### src/hw/rtl/spdh_pkg.sv
`timescale 1ns / 1ps
`default_nettype none

package spdh_pkg;

    // Field widths
    localparam int FUNC_W     = 3;
    localparam int ADDR_W     = 16;
    localparam int BYTE_W     = 8;
    localparam int CMD_W      = 6;
    localparam int PAUSE_W    = 7;
    localparam int HIST_IDX_W = 6;
    localparam int COUNT_W    = 16;

    // Stream packing
    localparam int S_TDATA_W = 32;
    localparam int S_TUSER_W = 3;
    localparam int M_TDATA_W = 40;
    localparam int M_TUSER_W = 2;

    localparam int HISTORY_DEPTH_DEF = 64;

    // Bus decode constants
    localparam logic [ADDR_W-1:0]  TOGGLE_ADDR = 16'h0038;
    localparam logic [ADDR_W-1:0]  PAGE_MASK   = 16'hF000;
    localparam logic [ADDR_W-1:0]  STATUS_PAGE = 16'h1000;
    localparam logic [ADDR_W-1:0]  PITCH_PAGE  = 16'h3000;
    localparam logic [PAUSE_W-1:0] PAUSE_MAX   = 7'd127;
    localparam logic [PAUSE_W-1:0] STANDBY_PAUSE = 7'd2;
    localparam logic [CMD_W-1:0]   PAUSE_CMD_LAST = 6'd4;

    // Function codes of an input beat
    localparam logic [FUNC_W-1:0] FUNC_READ    = 3'd0;
    localparam logic [FUNC_W-1:0] FUNC_WRITE   = 3'd1;
    localparam logic [FUNC_W-1:0] FUNC_FETCH   = 3'd2;
    localparam logic [FUNC_W-1:0] FUNC_STANDBY = 3'd3;
    localparam logic [FUNC_W-1:0] FUNC_HIST    = 3'd4;

    typedef struct packed {
        logic [HIST_IDX_W-1:0] history_index;
        logic                  chip_busy;
        logic [BYTE_W-1:0]     bus_byte;
        logic [ADDR_W-1:0]     addr;
        logic [FUNC_W-1:0]     func;
    } item_t;

    // Result of one beat before the history byte is merged in
    typedef struct packed {
        logic               claimed;
        logic [BYTE_W-1:0]  read_data;
        logic               rom_enabled;
        logic               command_strobe;
        logic [CMD_W-1:0]   command;
        logic               pitch_up;
        logic [COUNT_W-1:0] write_pointer;
        logic               hist_hit;
    } stage_t;

    // Pause length of commands 0 to 4
    function automatic logic [PAUSE_W-1:0] pause_len(input logic [2:0] c);
        logic [PAUSE_W-1:0] n;
        case (c)
            3'd0:    n = 7'd1;
            3'd1:    n = 7'd4;
            3'd2:    n = 7'd7;
            3'd3:    n = 7'd15;
            3'd4:    n = 7'd31;
            default: n = 7'd0;
        endcase
        return n;
    endfunction

endpackage

`default_nettype wire

### src/hw/rtl/speech_port_decoder_with_history_core.sv
// Channel | Dir | tdata (low bit up)                                  | tuser
// s_axis  | in  | addr[15:0] bus_byte[23:16] chip_busy[24]            | func[2:0]
//         |     | history_index[30:25], zero pad [31]                 |
// m_axis  | out | read_data[7:0] rom_enabled[8] command[14:9]         | claimed[0]
//         |     | pitch_up[15] write_pointer[31:16] history_entry[39:32] | command_strobe[1]
//
// One beat per cycle while the output takes beats; a command that logs a pending
// pause writes the history RAM twice and holds off the next beat, since the RAM
// has a single write port. A beat passes the RAM read, then the output register.
// Reset clears all control state; the history ring reads as zero until written,
// tracked by a fill level, so no clearing pass is needed.
// A stalled output holds its beat and backs up into the input after one more beat.
`timescale 1ns / 1ps
`default_nettype none

module speech_port_decoder_with_history_core #(
    parameter int HISTORY_DEPTH = spdh_pkg::HISTORY_DEPTH_DEF
) (
    input  wire logic                          clk,
    input  wire logic                          rst_n,
    input  wire logic                          s_axis_tvalid,
    output logic                               s_axis_tready,
    // addr, bus_byte, chip_busy, history_index, pad
    input  wire logic [spdh_pkg::S_TDATA_W-1:0] s_axis_tdata,
    // func
    input  wire logic [spdh_pkg::S_TUSER_W-1:0] s_axis_tuser,
    output logic                               m_axis_tvalid,
    input  wire logic                          m_axis_tready,
    // read_data, rom_enabled, command, pitch_up, write_pointer, history_entry
    output logic [spdh_pkg::M_TDATA_W-1:0]     m_axis_tdata,
    // claimed, command_strobe
    output logic [spdh_pkg::M_TUSER_W-1:0]     m_axis_tuser
);

    import spdh_pkg::*;

    localparam int AW = $clog2(HISTORY_DEPTH);

    item_t             in_item;
    stage_t            stage;
    logic              stage_load;
    logic              stage_ready;
    logic              ram_we;
    logic [AW-1:0]     ram_waddr;
    logic [BYTE_W-1:0] ram_wdata;
    logic              ram_re;
    logic [AW-1:0]     ram_raddr;
    logic [BYTE_W-1:0] ram_rdata;

    // Unpack input beat
    assign in_item.func          = s_axis_tuser;
    assign in_item.addr          = s_axis_tdata[15:0];
    assign in_item.bus_byte      = s_axis_tdata[23:16];
    assign in_item.chip_busy     = s_axis_tdata[24];
    assign in_item.history_index = s_axis_tdata[30:25];

    spdh_ctrl #(
        .HISTORY_DEPTH (HISTORY_DEPTH)
    ) u_ctrl (
        .clk         (clk),
        .rst_n       (rst_n),
        .in_valid    (s_axis_tvalid),
        .in_ready    (s_axis_tready),
        .in_item     (in_item),
        .stage_ready (stage_ready),
        .stage_load  (stage_load),
        .stage       (stage),
        .ram_we      (ram_we),
        .ram_waddr   (ram_waddr),
        .ram_wdata   (ram_wdata),
        .ram_re      (ram_re),
        .ram_raddr   (ram_raddr)
    );

    spdh_ram #(
        .WIDTH (BYTE_W),
        .DEPTH (HISTORY_DEPTH)
    ) u_hist_ram (
        .clk   (clk),
        .we    (ram_we),
        .waddr (ram_waddr),
        .wdata (ram_wdata),
        .re    (ram_re),
        .raddr (ram_raddr),
        .rdata (ram_rdata)
    );

    spdh_outq u_outq (
        .clk           (clk),
        .rst_n         (rst_n),
        .stage_load    (stage_load),
        .stage_ready   (stage_ready),
        .stage         (stage),
        .ram_rdata     (ram_rdata),
        .m_axis_tvalid (m_axis_tvalid),
        .m_axis_tready (m_axis_tready),
        .m_axis_tdata  (m_axis_tdata),
        .m_axis_tuser  (m_axis_tuser)
    );

endmodule

`default_nettype wire

### src/hw/rtl/spdh_ram.sv
`timescale 1ns / 1ps
`default_nettype none

module spdh_ram #(
    parameter int WIDTH = 8,
    parameter int DEPTH = 64
) (
    input  wire logic                     clk,
    input  wire logic                     we,
    input  wire logic [$clog2(DEPTH)-1:0] waddr,
    input  wire logic [WIDTH-1:0]         wdata,
    input  wire logic                     re,
    input  wire logic [$clog2(DEPTH)-1:0] raddr,
    output logic      [WIDTH-1:0]         rdata
);

    logic [WIDTH-1:0] mem [DEPTH];

    always_ff @(posedge clk)
    begin
        if (we)
        begin
            mem[waddr] <= wdata;
        end
        if (re)
        begin
            rdata <= mem[raddr];
        end
    end

endmodule

`default_nettype wire

### src/hw/rtl/spdh_ctrl.sv
`timescale 1ns / 1ps
`default_nettype none

module spdh_ctrl #(
    parameter int HISTORY_DEPTH = spdh_pkg::HISTORY_DEPTH_DEF
) (
    input  wire logic                             clk,
    input  wire logic                             rst_n,
    input  wire logic                             in_valid,
    output logic                                  in_ready,
    input  wire spdh_pkg::item_t                  in_item,
    input  wire logic                             stage_ready,
    output logic                                  stage_load,
    output spdh_pkg::stage_t                      stage,
    output logic                                  ram_we,
    output logic [$clog2(HISTORY_DEPTH)-1:0]      ram_waddr,
    output logic [spdh_pkg::BYTE_W-1:0]           ram_wdata,
    output logic                                  ram_re,
    output logic [$clog2(HISTORY_DEPTH)-1:0]      ram_raddr
);

    import spdh_pkg::*;

    localparam int AW = $clog2(HISTORY_DEPTH);
    localparam int FW = $clog2(HISTORY_DEPTH + 1);
    localparam logic [AW-1:0] SLOT_LAST = AW'(HISTORY_DEPTH - 1);
    localparam logic [FW:0]   FILL_FULL = (FW + 1)'(HISTORY_DEPTH);

    // State registers
    logic               enabled_reg, enabled_next;
    logic               pitch_reg, pitch_next;
    logic [PAUSE_W-1:0] pause_reg, pause_next;
    logic [COUNT_W-1:0] count_reg, count_next;
    logic [AW-1:0]      slot_reg, slot_next;
    logic [FW-1:0]      fill_reg, fill_next;
    logic               pend_reg, pend_next;
    logic [AW-1:0]      pend_addr_reg, pend_addr_next;
    logic [BYTE_W-1:0]  pend_data_reg, pend_data_next;

    // Decode and update terms
    logic               fire;
    logic [ADDR_W-1:0]  page;
    logic               is_toggle;
    logic [CMD_W-1:0]   cmd;
    logic [PAUSE_W-1:0] pause_amt;
    logic               pause_add;
    logic [PAUSE_W:0]   pause_sum;
    logic [1:0]         nwrites;
    logic [BYTE_W-1:0]  wr1_data;
    logic [BYTE_W-1:0]  cmd_byte;
    logic [AW-1:0]      slot1, slot2;
    logic [COUNT_W-1:0] count_p1;
    logic [FW:0]        fill_sum;
    logic [AW-1:0]      idx_mod [2**HIST_IDX_W];

    // History index modulo depth, a constant table
    for (genvar gi = 0; gi < 2**HIST_IDX_W; gi++)
    begin : g_idx_mod
        assign idx_mod[gi] = AW'(gi % HISTORY_DEPTH);
    end

    // A second history write holds off the next beat while it is pending
    assign in_ready   = !pend_reg && stage_ready;
    assign fire       = in_valid && in_ready;
    assign stage_load = fire;

    assign page      = in_item.addr & PAGE_MASK;
    assign is_toggle = (in_item.func inside {FUNC_READ, FUNC_WRITE, FUNC_FETCH})
                       && (in_item.addr == TOGGLE_ADDR);
    assign cmd       = in_item.bus_byte[CMD_W-1:0];
    assign cmd_byte  = {1'b0, pitch_reg, cmd};
    assign pause_amt = (in_item.func == FUNC_STANDBY) ? STANDBY_PAUSE : pause_len(cmd[2:0]);
    assign pause_sum = {1'b0, pause_reg} + {1'b0, pause_amt};

    // Ring slot follows the write count modulo depth
    assign count_p1 = count_reg + 1'b1;
    assign slot1 = (count_reg == '1 || slot_reg == SLOT_LAST) ? '0 : slot_reg + 1'b1;
    assign slot2 = (count_p1 == '1 || slot1 == SLOT_LAST) ? '0 : slot1 + 1'b1;
    assign fill_sum = {1'b0, fill_reg} + (FW + 1)'(nwrites);

    // Beat decode
    always_comb
    begin
        enabled_next   = enabled_reg;
        pitch_next     = pitch_reg;
        pause_add      = 1'b0;
        pause_next     = pause_reg;
        nwrites        = 2'd0;
        wr1_data       = cmd_byte;
        pend_next      = 1'b0;
        pend_addr_next = slot1;
        pend_data_next = cmd_byte;
        stage          = '0;

        if (fire)
        begin
            if (is_toggle)
            begin
                enabled_next  = !enabled_reg;
                stage.claimed = 1'b1;
            end
            else
            begin
                case (in_item.func)
                    FUNC_READ:
                    begin
                        if (enabled_reg && page == STATUS_PAGE)
                        begin
                            stage.read_data = {in_item.bus_byte[BYTE_W-1:1], in_item.chip_busy};
                            stage.claimed   = 1'b1;
                        end
                    end
                    FUNC_WRITE:
                    begin
                        if (enabled_reg && page == STATUS_PAGE)
                        begin
                            stage.claimed        = 1'b1;
                            stage.command_strobe = 1'b1;
                            stage.command        = cmd;
                            if (cmd <= PAUSE_CMD_LAST)
                            begin
                                pause_add = 1'b1;
                            end
                            else if (pause_reg != '0)
                            begin
                                // log pending pause first, command follows next cycle
                                wr1_data   = {1'b1, pause_reg};
                                nwrites    = 2'd2;
                                pend_next  = 1'b1;
                                pause_next = '0;
                            end
                            else
                            begin
                                nwrites = 2'd1;
                            end
                        end
                        else if (enabled_reg && page == PITCH_PAGE)
                        begin
                            pitch_next    = in_item.addr[0];
                            stage.claimed = 1'b1;
                        end
                    end
                    FUNC_STANDBY:
                    begin
                        pause_add = 1'b1;
                    end
                    default:
                    begin
                    end
                endcase
            end
        end

        if (pause_add)
        begin
            pause_next = (pause_sum > {1'b0, PAUSE_MAX}) ? PAUSE_MAX : pause_sum[PAUSE_W-1:0];
        end

        stage.rom_enabled   = enabled_next;
        stage.pitch_up      = pitch_next;
        stage.write_pointer = count_next;
        stage.hist_hit      = ram_re && ((fill_reg == FW'(HISTORY_DEPTH))
                                         || (FW'(ram_raddr) < fill_reg));
    end

    // Write count, ring slot and fill level
    always_comb
    begin
        case (nwrites)
            2'd1:
            begin
                count_next = count_p1;
                slot_next  = slot1;
            end
            2'd2:
            begin
                count_next = count_reg + 2'd2;
                slot_next  = slot2;
            end
            default:
            begin
                count_next = count_reg;
                slot_next  = slot_reg;
            end
        endcase
        fill_next = (fill_sum > FILL_FULL) ? FW'(HISTORY_DEPTH) : fill_sum[FW-1:0];
    end

    // Memory ports
    always_comb
    begin
        if (pend_reg)
        begin
            ram_we    = 1'b1;
            ram_waddr = pend_addr_reg;
            ram_wdata = pend_data_reg;
        end
        else
        begin
            ram_we    = nwrites != 2'd0;
            ram_waddr = slot_reg;
            ram_wdata = wr1_data;
        end
    end

    assign ram_re    = fire && !is_toggle && (in_item.func == FUNC_HIST);
    assign ram_raddr = idx_mod[in_item.history_index];

    always_ff @(posedge clk or negedge rst_n)
    begin
        if (!rst_n)
        begin
            enabled_reg <= 1'b0;
            pitch_reg   <= 1'b0;
            pause_reg   <= '0;
            count_reg   <= '0;
            slot_reg    <= '0;
            fill_reg    <= '0;
            pend_reg    <= 1'b0;
        end
        else
        begin
            enabled_reg <= enabled_next;
            pitch_reg   <= pitch_next;
            pause_reg   <= pause_next;
            count_reg   <= count_next;
            slot_reg    <= slot_next;
            fill_reg    <= fill_next;
            pend_reg    <= pend_next;
        end
    end

    always_ff @(posedge clk)
    begin
        if (fire)
        begin
            pend_addr_reg <= pend_addr_next;
            pend_data_reg <= pend_data_next;
        end
    end

endmodule

`default_nettype wire

### src/hw/rtl/spdh_outq.sv
`timescale 1ns / 1ps
`default_nettype none

module spdh_outq (
    input  wire logic                          clk,
    input  wire logic                          rst_n,
    input  wire logic                          stage_load,
    output logic                               stage_ready,
    input  wire spdh_pkg::stage_t              stage,
    input  wire logic [spdh_pkg::BYTE_W-1:0]   ram_rdata,
    output logic                               m_axis_tvalid,
    input  wire logic                          m_axis_tready,
    output logic [spdh_pkg::M_TDATA_W-1:0]     m_axis_tdata,
    output logic [spdh_pkg::M_TUSER_W-1:0]     m_axis_tuser
);

    import spdh_pkg::*;

    logic              p1_valid_reg, p1_valid_next;
    stage_t            p1_reg;
    logic              m_valid_reg, m_valid_next;
    logic [M_TDATA_W-1:0] m_data_reg, m_data_next;
    logic [M_TUSER_W-1:0] m_user_reg, m_user_next;
    logic              advance;
    logic [BYTE_W-1:0] hist_byte;

    // Stage one waits for the memory read; output register parts the sides
    assign advance     = p1_valid_reg && (!m_valid_reg || m_axis_tready);
    assign stage_ready = !p1_valid_reg || advance;
    assign hist_byte   = p1_reg.hist_hit ? ram_rdata : '0;

    always_comb
    begin
        p1_valid_next = stage_load ? 1'b1 : (advance ? 1'b0 : p1_valid_reg);
        m_valid_next  = advance ? 1'b1 : (m_axis_tready ? 1'b0 : m_valid_reg);
        m_data_next   = {hist_byte, p1_reg.write_pointer, p1_reg.pitch_up,
                         p1_reg.command, p1_reg.rom_enabled, p1_reg.read_data};
        m_user_next   = {p1_reg.command_strobe, p1_reg.claimed};
    end

    always_ff @(posedge clk or negedge rst_n)
    begin
        if (!rst_n)
        begin
            p1_valid_reg <= 1'b0;
            m_valid_reg  <= 1'b0;
        end
        else
        begin
            p1_valid_reg <= p1_valid_next;
            m_valid_reg  <= m_valid_next;
        end
    end

    always_ff @(posedge clk)
    begin
        if (stage_load)
        begin
            p1_reg <= stage;
        end
        if (advance)
        begin
            m_data_reg <= m_data_next;
            m_user_reg <= m_user_next;
        end
    end

    assign m_axis_tvalid = m_valid_reg;
    assign m_axis_tdata  = m_data_reg;
    assign m_axis_tuser  = m_user_reg;

endmodule

`default_nettype wire
### config.mk
export PLATFORM = sky130hd
export DESIGN_NAME = speech_port_decoder_with_history_core
export DESIGN_NICKNAME = d
export VERILOG_FILES = /design/src/hw/rtl/spdh_pkg.sv /design/src/hw/rtl/speech_port_decoder_with_history_core.sv /design/src/hw/rtl/spdh_ram.sv /design/src/hw/rtl/spdh_ctrl.sv /design/src/hw/rtl/spdh_outq.sv
export SDC_FILE = /design/constraint.sdc
export NUM_CORES = 1
export LEC_CHECK = 0
export BUFFER_PORTS_ARGS = -buffer_cell sky130_fd_sc_hd__clkbuf_2
export CAP_MARGIN = 15
export CORE_ASPECT_RATIO = 0.75
export CORE_MARGIN = 2
export CORE_UTILIZATION = 48
export CTS_CLUSTER_DIAMETER = 80
export DETAILED_ROUTE_END_ITERATION = 12
export HOLD_SLACK_MARGIN = 0.02
export PLACE_DENSITY = 0.72
export SLEW_MARGIN = 30
export SYNTH_ARGS = -nofsm -noshare
export SYNTH_HDL_FRONTEND = slang
export SYNTH_SLANG_ARGS = --single-unit
### constraint.sdc
create_clock -name clk -period 12.7 [get_ports clk]
set_input_delay 2.54 -clock clk [delete_from_list [all_inputs] [get_ports clk]]
set_output_delay 2.54 -clock clk [all_outputs]
set_load 0.005 [all_outputs]
# Yosys cells after proc, flatten, opt, wreduce, memory -nomap -nowiden
# Memories as Yosys holds them, arrays and structs flattened. A register that Yosys moved wholly into a read port is not among the register bits.
# Cells that the tools add are included.
# totals
register_bits	131
ram_bits	512
romBits	384
in_bits	39
out_inout_bits	44
wordCells	155
memories	2
# mem_list
memory	words	word_bits	rd	rd_clocked_by_memory_dff	write_ports	line	text
u_hist_ram.mem	64	8	1	1	1	spdh_ram.sv:17	logic [WIDTH-1:0] mem [DEPTH];
(name not given)	64	6	1	0	0	spdh_ctrl.sv:207	assign ram_raddr = idx_mod[in_item.history_index];
# op_classes
add_sub_neg	6
magnitude_cmp	5
n_eq_ne	20
muxes	61
bitwise_logic	4
n_reduce_logical	35
# op_table
operator	n
$mux W7	10
$mux W8	7
$eq A16 B16 Y1 const B	2
$pmux W16 S2	1
$mux W6	5
$mux W1	26
$pmux W5 S5	1
$add A16 B1 Y16 const B	1
$add A16 B2 Y16 const B	1
$eq A16 B6 Y1 const B	1
$gt A8 B7 Y1 const B	2
$reduce_bool A2 Y1	8
$add A6 B1 Y6 const B	2
$eq A3 B2 Y1 const B	4
$eq A6 B6 Y1 const B	2
$mux W2	6
$pmux W6 S2	1
$logic_and A1 B1 Y1	9
$mux W9	1
$add A7 B2 Y8	1
$add A7 B7 Y8	1
$eq A7 B7 Y1 const B	1
$ge A7 B7 Y1 const B	1
$lt A6 B7 Y1	1
21 further kinds	36

# Longest topological paths before layout
# depth
depth_word	11
ltp_mapped	15
depth_no_buf	13

# Modules after synthesis
# A second synthesis with hierarchy kept.
# unflattened
cells_unflattened	1492
hier_area_um2	26765.7
# by_module_without_submodules
mod	n_inst	cells_per_inst	area_per_inst_um2	seq_area_each_um2
spdh_ram	1	940	20246.9	15615.0
spdh_ctrl	1	459	4070.2	1366.3
spdh_outq	1	93	2448.6	2362.3

# Least setup slack after synthesis
# No wires, ideal clock.
# synth_timing
kind	in2reg
start	in s_axis_tdata[0] (netlist bit)
end	mem u_hist_ram.mem[0][0], data pin
setup_time_ps	702
arrival_time_ps	6221
t_required_ps	11998
setup_slack_ps	5777
cell_stages	6
path_buffers	0
cell_sequence	or4_1 nor2b_1 a31oi_1 nand3_1 a22oi_1 o21ai_0
# synth_via
elab_chain_cells	5
# synth_lines
item	line	text
start: declaration	speech_port_decoder_with_history_core.sv:24	input wire logic [spdh_pkg::S_TDATA_W-1:0] s_axis_tdata,
$eq A16 B6 Y1	spdh_ctrl.sv:69	&& (in_item.addr == TOGGLE_ADDR);
$logic_and A1 B1 Y1	spdh_ctrl.sv:69	
$mux W8	spdh_ctrl.sv:97	if (is_toggle)
$mux W8	spdh_ctrl.sv:95	if (fire)
$mux W8	spdh_ctrl.sv:192	if (pend_reg)
named net ram_wdata[0]	speech_port_decoder_with_history_core.sv:45	logic [BYTE_W-1:0] ram_wdata;
end: declaration	spdh_ram.sv:17	
# The timed path passes the listed nets, and every way through them passes these cells.

# Final worst setup path
# layout_timing
start	in m_axis_tready
end	mem u_hist_ram.mem[54][5], enable pin
# layout_via
elab_chain_cells	10
# layout_lines
item	line	text
start: declaration	speech_port_decoder_with_history_core.sv:28	input wire logic m_axis_tready,
$logic_or A1 B1 Y1	spdh_outq.sv:28	assign advance = p1_valid_reg && (!m_valid_reg || m_axis_tready);
$logic_and A1 B1 Y1	spdh_outq.sv:28	
$logic_or A1 B1 Y1	spdh_outq.sv:29	assign stage_ready = !p1_valid_reg || advance;
$logic_and A1 B1 Y1	spdh_ctrl.sv:63	assign in_ready = !pend_reg && stage_ready;
$logic_and A1 B1 Y1	spdh_ctrl.sv:64	assign fire = in_valid && in_ready;
$mux W2	spdh_ctrl.sv:95	
$reduce_bool A2 Y1	spdh_ctrl.sv:200	ram_we = nwrites != 2'd0;
$mux W1	spdh_ctrl.sv:192	
$mux W1	spdh_ram.sv:21	if (we)
$mux W1 (not written as such)	spdh_ram.sv:23	mem[waddr] <= wdata;
# No other way between the ends.

==> results_dict.tcl <==
set metrics [dict create \
    tritoncts "built" \
    pre_cts_slack_ns 6.12 \
    arrival_ns 6.33 \
    final_cells 2272 \
    syn_area_um2 26400 \
    cts-hold-fix-buffers 0 \
    vias 13700 \
    drive_gt1_frac 0.233 \
    synth_top_area_frac 0.694 \
    drv_cap 0 \
    worst_ep_required_time_ns 12.94 \
    wl_per_cell_um 24.8 \
    power.density_nw_per_um2 146 \
    rows 74 \
    leakagePower_uw 0.00955 \
    die_x_um 275 \
    p_total_uw 4290 \
    insertion_delay_ns 0.62 \
    avgSynthCellArea_um2 18.8 \
    die_area_um2 56900 \
    hold_path_class "reg2reg" \
    ant_nets 0 \
    worst-path-max-fanout 9 \
    endpoint_kind "register" \
    ys_top_cells_by_count "610 x edfxtp_1, 160 x mux4_2, 116 x nor2_1" \
    grt_setup_unrepaired "no" \
    largest_reg_flops 512 \
    cts.repair.resized 0 \
    htreeDepth 2 \
    p_sw_frac 0.215 \
    clockBufferDepth 3 \
    ys_types 70 \
    ys_seq_area_frac 0.733 \
    fin_skew_ns 0.0215 \
    post_cts_buffers 0 \
    post-route-period-util 0.480 \
    ys.flop_type "edfxtp_1" \
    gr-usage-all-layers 0.200 \
    synth-seq-cells 651 \
    ir_drop_mv 0.109 \
    worst_slew_pin_slew_ns 0.946 \
    drc_errors 0 \
    cts-buffers-inserted 57 \
    cts.sinks 651 \
    root_buffer "clkbuf_16" \
    hold_viol 0 \
    drv_slew 0 \
    dpl.hpwl_mm 35.0 \
    postSynthCellCount 1407 \
    cp-start-kind "input port" \
    synthToLayoutAreaGrowth_pct 11.5 \
    yosysTopAreaCell "edfxtp_1" \
    drt-initial-drc-count 1741 \
    dr.pass1.iters 7 \
    grt_pass1_wl_mm 85.0 \
    finalSetupViolCount 0 \
    fp.dieH_um 207 \
    synth_edf_count 610 \
    critPathKind "in2reg" \
    syn-num-nets 1468 \
    max_freq_ghz 0.164 \
    wirelength_mm 56.4 \
    async_flop_share 0.0630 \
    clk_pin_slew_ns 0.06 \
    portBuffers 81 \
    start_util 0.486 \
    internal_power_uw 3370 \
    core_area_um2 54300 \
    grt_max_degree 73 \
    nets 1561 \
    slew_headroom 0.369 \
    yosys_warnings 0 \
    status "complete, no violations" \
    clockPowerShare 0.388 \
    setup_tns_ns 0 \
    grt_pass1_vias 13500 \
    switchingPower_uw 923 \
    regMostFlops "u_hist_ram.mem" \
    ioPinCount 83 \
    ys_top_cells_by_area "edfxtp_1 69%, mux4_2 14%, dfrtp_1 3.9%" \
    layout_setup_ws_ns 6.61 \
    place_congestion 0.909 \
    period_needed_ns 6.09 \
    p_seq_frac 0.559 \
    p_comb_frac 0.053 \
    gr-total-overflow 0 \
    post-place-cells 2163 \
    yosysMostFrequentCell "edfxtp_1" \
    vias_per_cell 6.01 \
    antenna_found_initial 0 \
]
==> layout make-up <==
cell class,count,area (µm²)
Clock buffer,68,1490
Multi-Input combinational cell,660,6710
Sequential cell,651,19300
Fill cell,4095,24900
Tap cell,722,903
Timing Repair Buffer,98,553
Inverter,32,129
Antenna cell,1,2.50
Clock inverter,40,293
==> per-stage QoR <==
stage | instance area (µm²) | util | hold WS (ns)
after CTS | 29400 | 0.541 | 0.414
final | 29400 | 0.541 | 0.409
after floorplan | 26400 | - | 0.400
after global routing | 29400 | 0.541 | 0.420
after detailed placement | 27600 | 0.508 | 0.406
after global placement | 27600 | 0.508 | 0.401
==> final timing paths <==
| path | depth (start not counted) | startpoint | endpoint | slack (ns) |
|---|---|---|---|---|
| worst max-delay path | 11 | m_axis_tready | u_hist_ram.mem[54][5] | 6.61 |
| worst min-delay path | 0 | u_outq.m_data_next[30] | u_outq.m_axis_tdata[30] | 0.41 |
| worst max register to register | 10 | u_outq.p1_valid_reg | u_hist_ram.mem[54][5] | 8.23 |
| worst min register to register | 0 | u_outq.m_data_next[30] | u_outq.m_axis_tdata[30] | 0.41 |
| max in group asynchronous | 1 | rst_n | u_ctrl.fill_reg[4] | 10.32 |
| min in group asynchronous | 1 | rst_n | u_ctrl.slot_reg[2] | 1.96 |
==> placed cells by master (no fill, tap or decap), types with 17 or more instances in the layout <==
| master | netlist | routed |
|---|---|---|
| clkbuf_2 | 2 | 77 |
| a22oi_1 | 24 | 24 |
| ha_1 | 20 | 20 |
| mux4_2 | 160 | 160 |
| and2_1 | 30 | 29 |
| nand2_1 | 57 | 57 |
| buf_4 | 3 | 17 |
| clkbuf_16 | 0 | 58 |
| dfrtp_1 | 41 | 41 |
| nand3_1 | 24 | 24 |
| o21ai_0 | 23 | 19 |
| inv_1 | 32 | 27 |
| nor2_1 | 116 | 116 |
| a21oi_1 | 22 | 22 |
| clkinv_1 | 0 | 18 |
| edfxtp_1 | 610 | 610 |
==> power groups by stage <==
stage               clock network (µW)  logic [µW]  registers [µW]
floorplan                            0         144            2440
global placement                     0         219            2440
detailed placement                   0         227            2450
CTS                               1690         227            2400
global route                      1780         247            2400
finish                            1670         226            2400
==> critical path, stage by stage <==
cell      delay [ns]
clkbuf_2        0.09
nand3b_1        0.13
nand3b_1        0.21
a31oi_1         0.49
and3_1          0.47
and2_1          0.29
inv_1           0.09
ha_1            0.27
nand2b_1        0.21
nand3_1         0.60
nor2_1          0.95
==> layer usage <==
metal / global-route usage / vias up / wire (µm)
met5: 0 / - / 0
met4: 0.0500 / 0 / 1170
met3: 0.0524 / 78 / 5610
met2: 0.282 / 589 / 25100
met1: 0.311 / 7109 / 24500
li1: - / 5888 / -
==> cells by family after synthesis <==
logic type | share of synthesized area
DFF | 0.733
and+or+nand+nor | 0.0575
muxes | 0.141
AOI/OAI and AO/OA | 0.0360
buffers and inverters | 0.0150
adders and majority gates | 0.0110
xor gates and xnor gates | 0.00630
(Power assumes the default switching activity.)
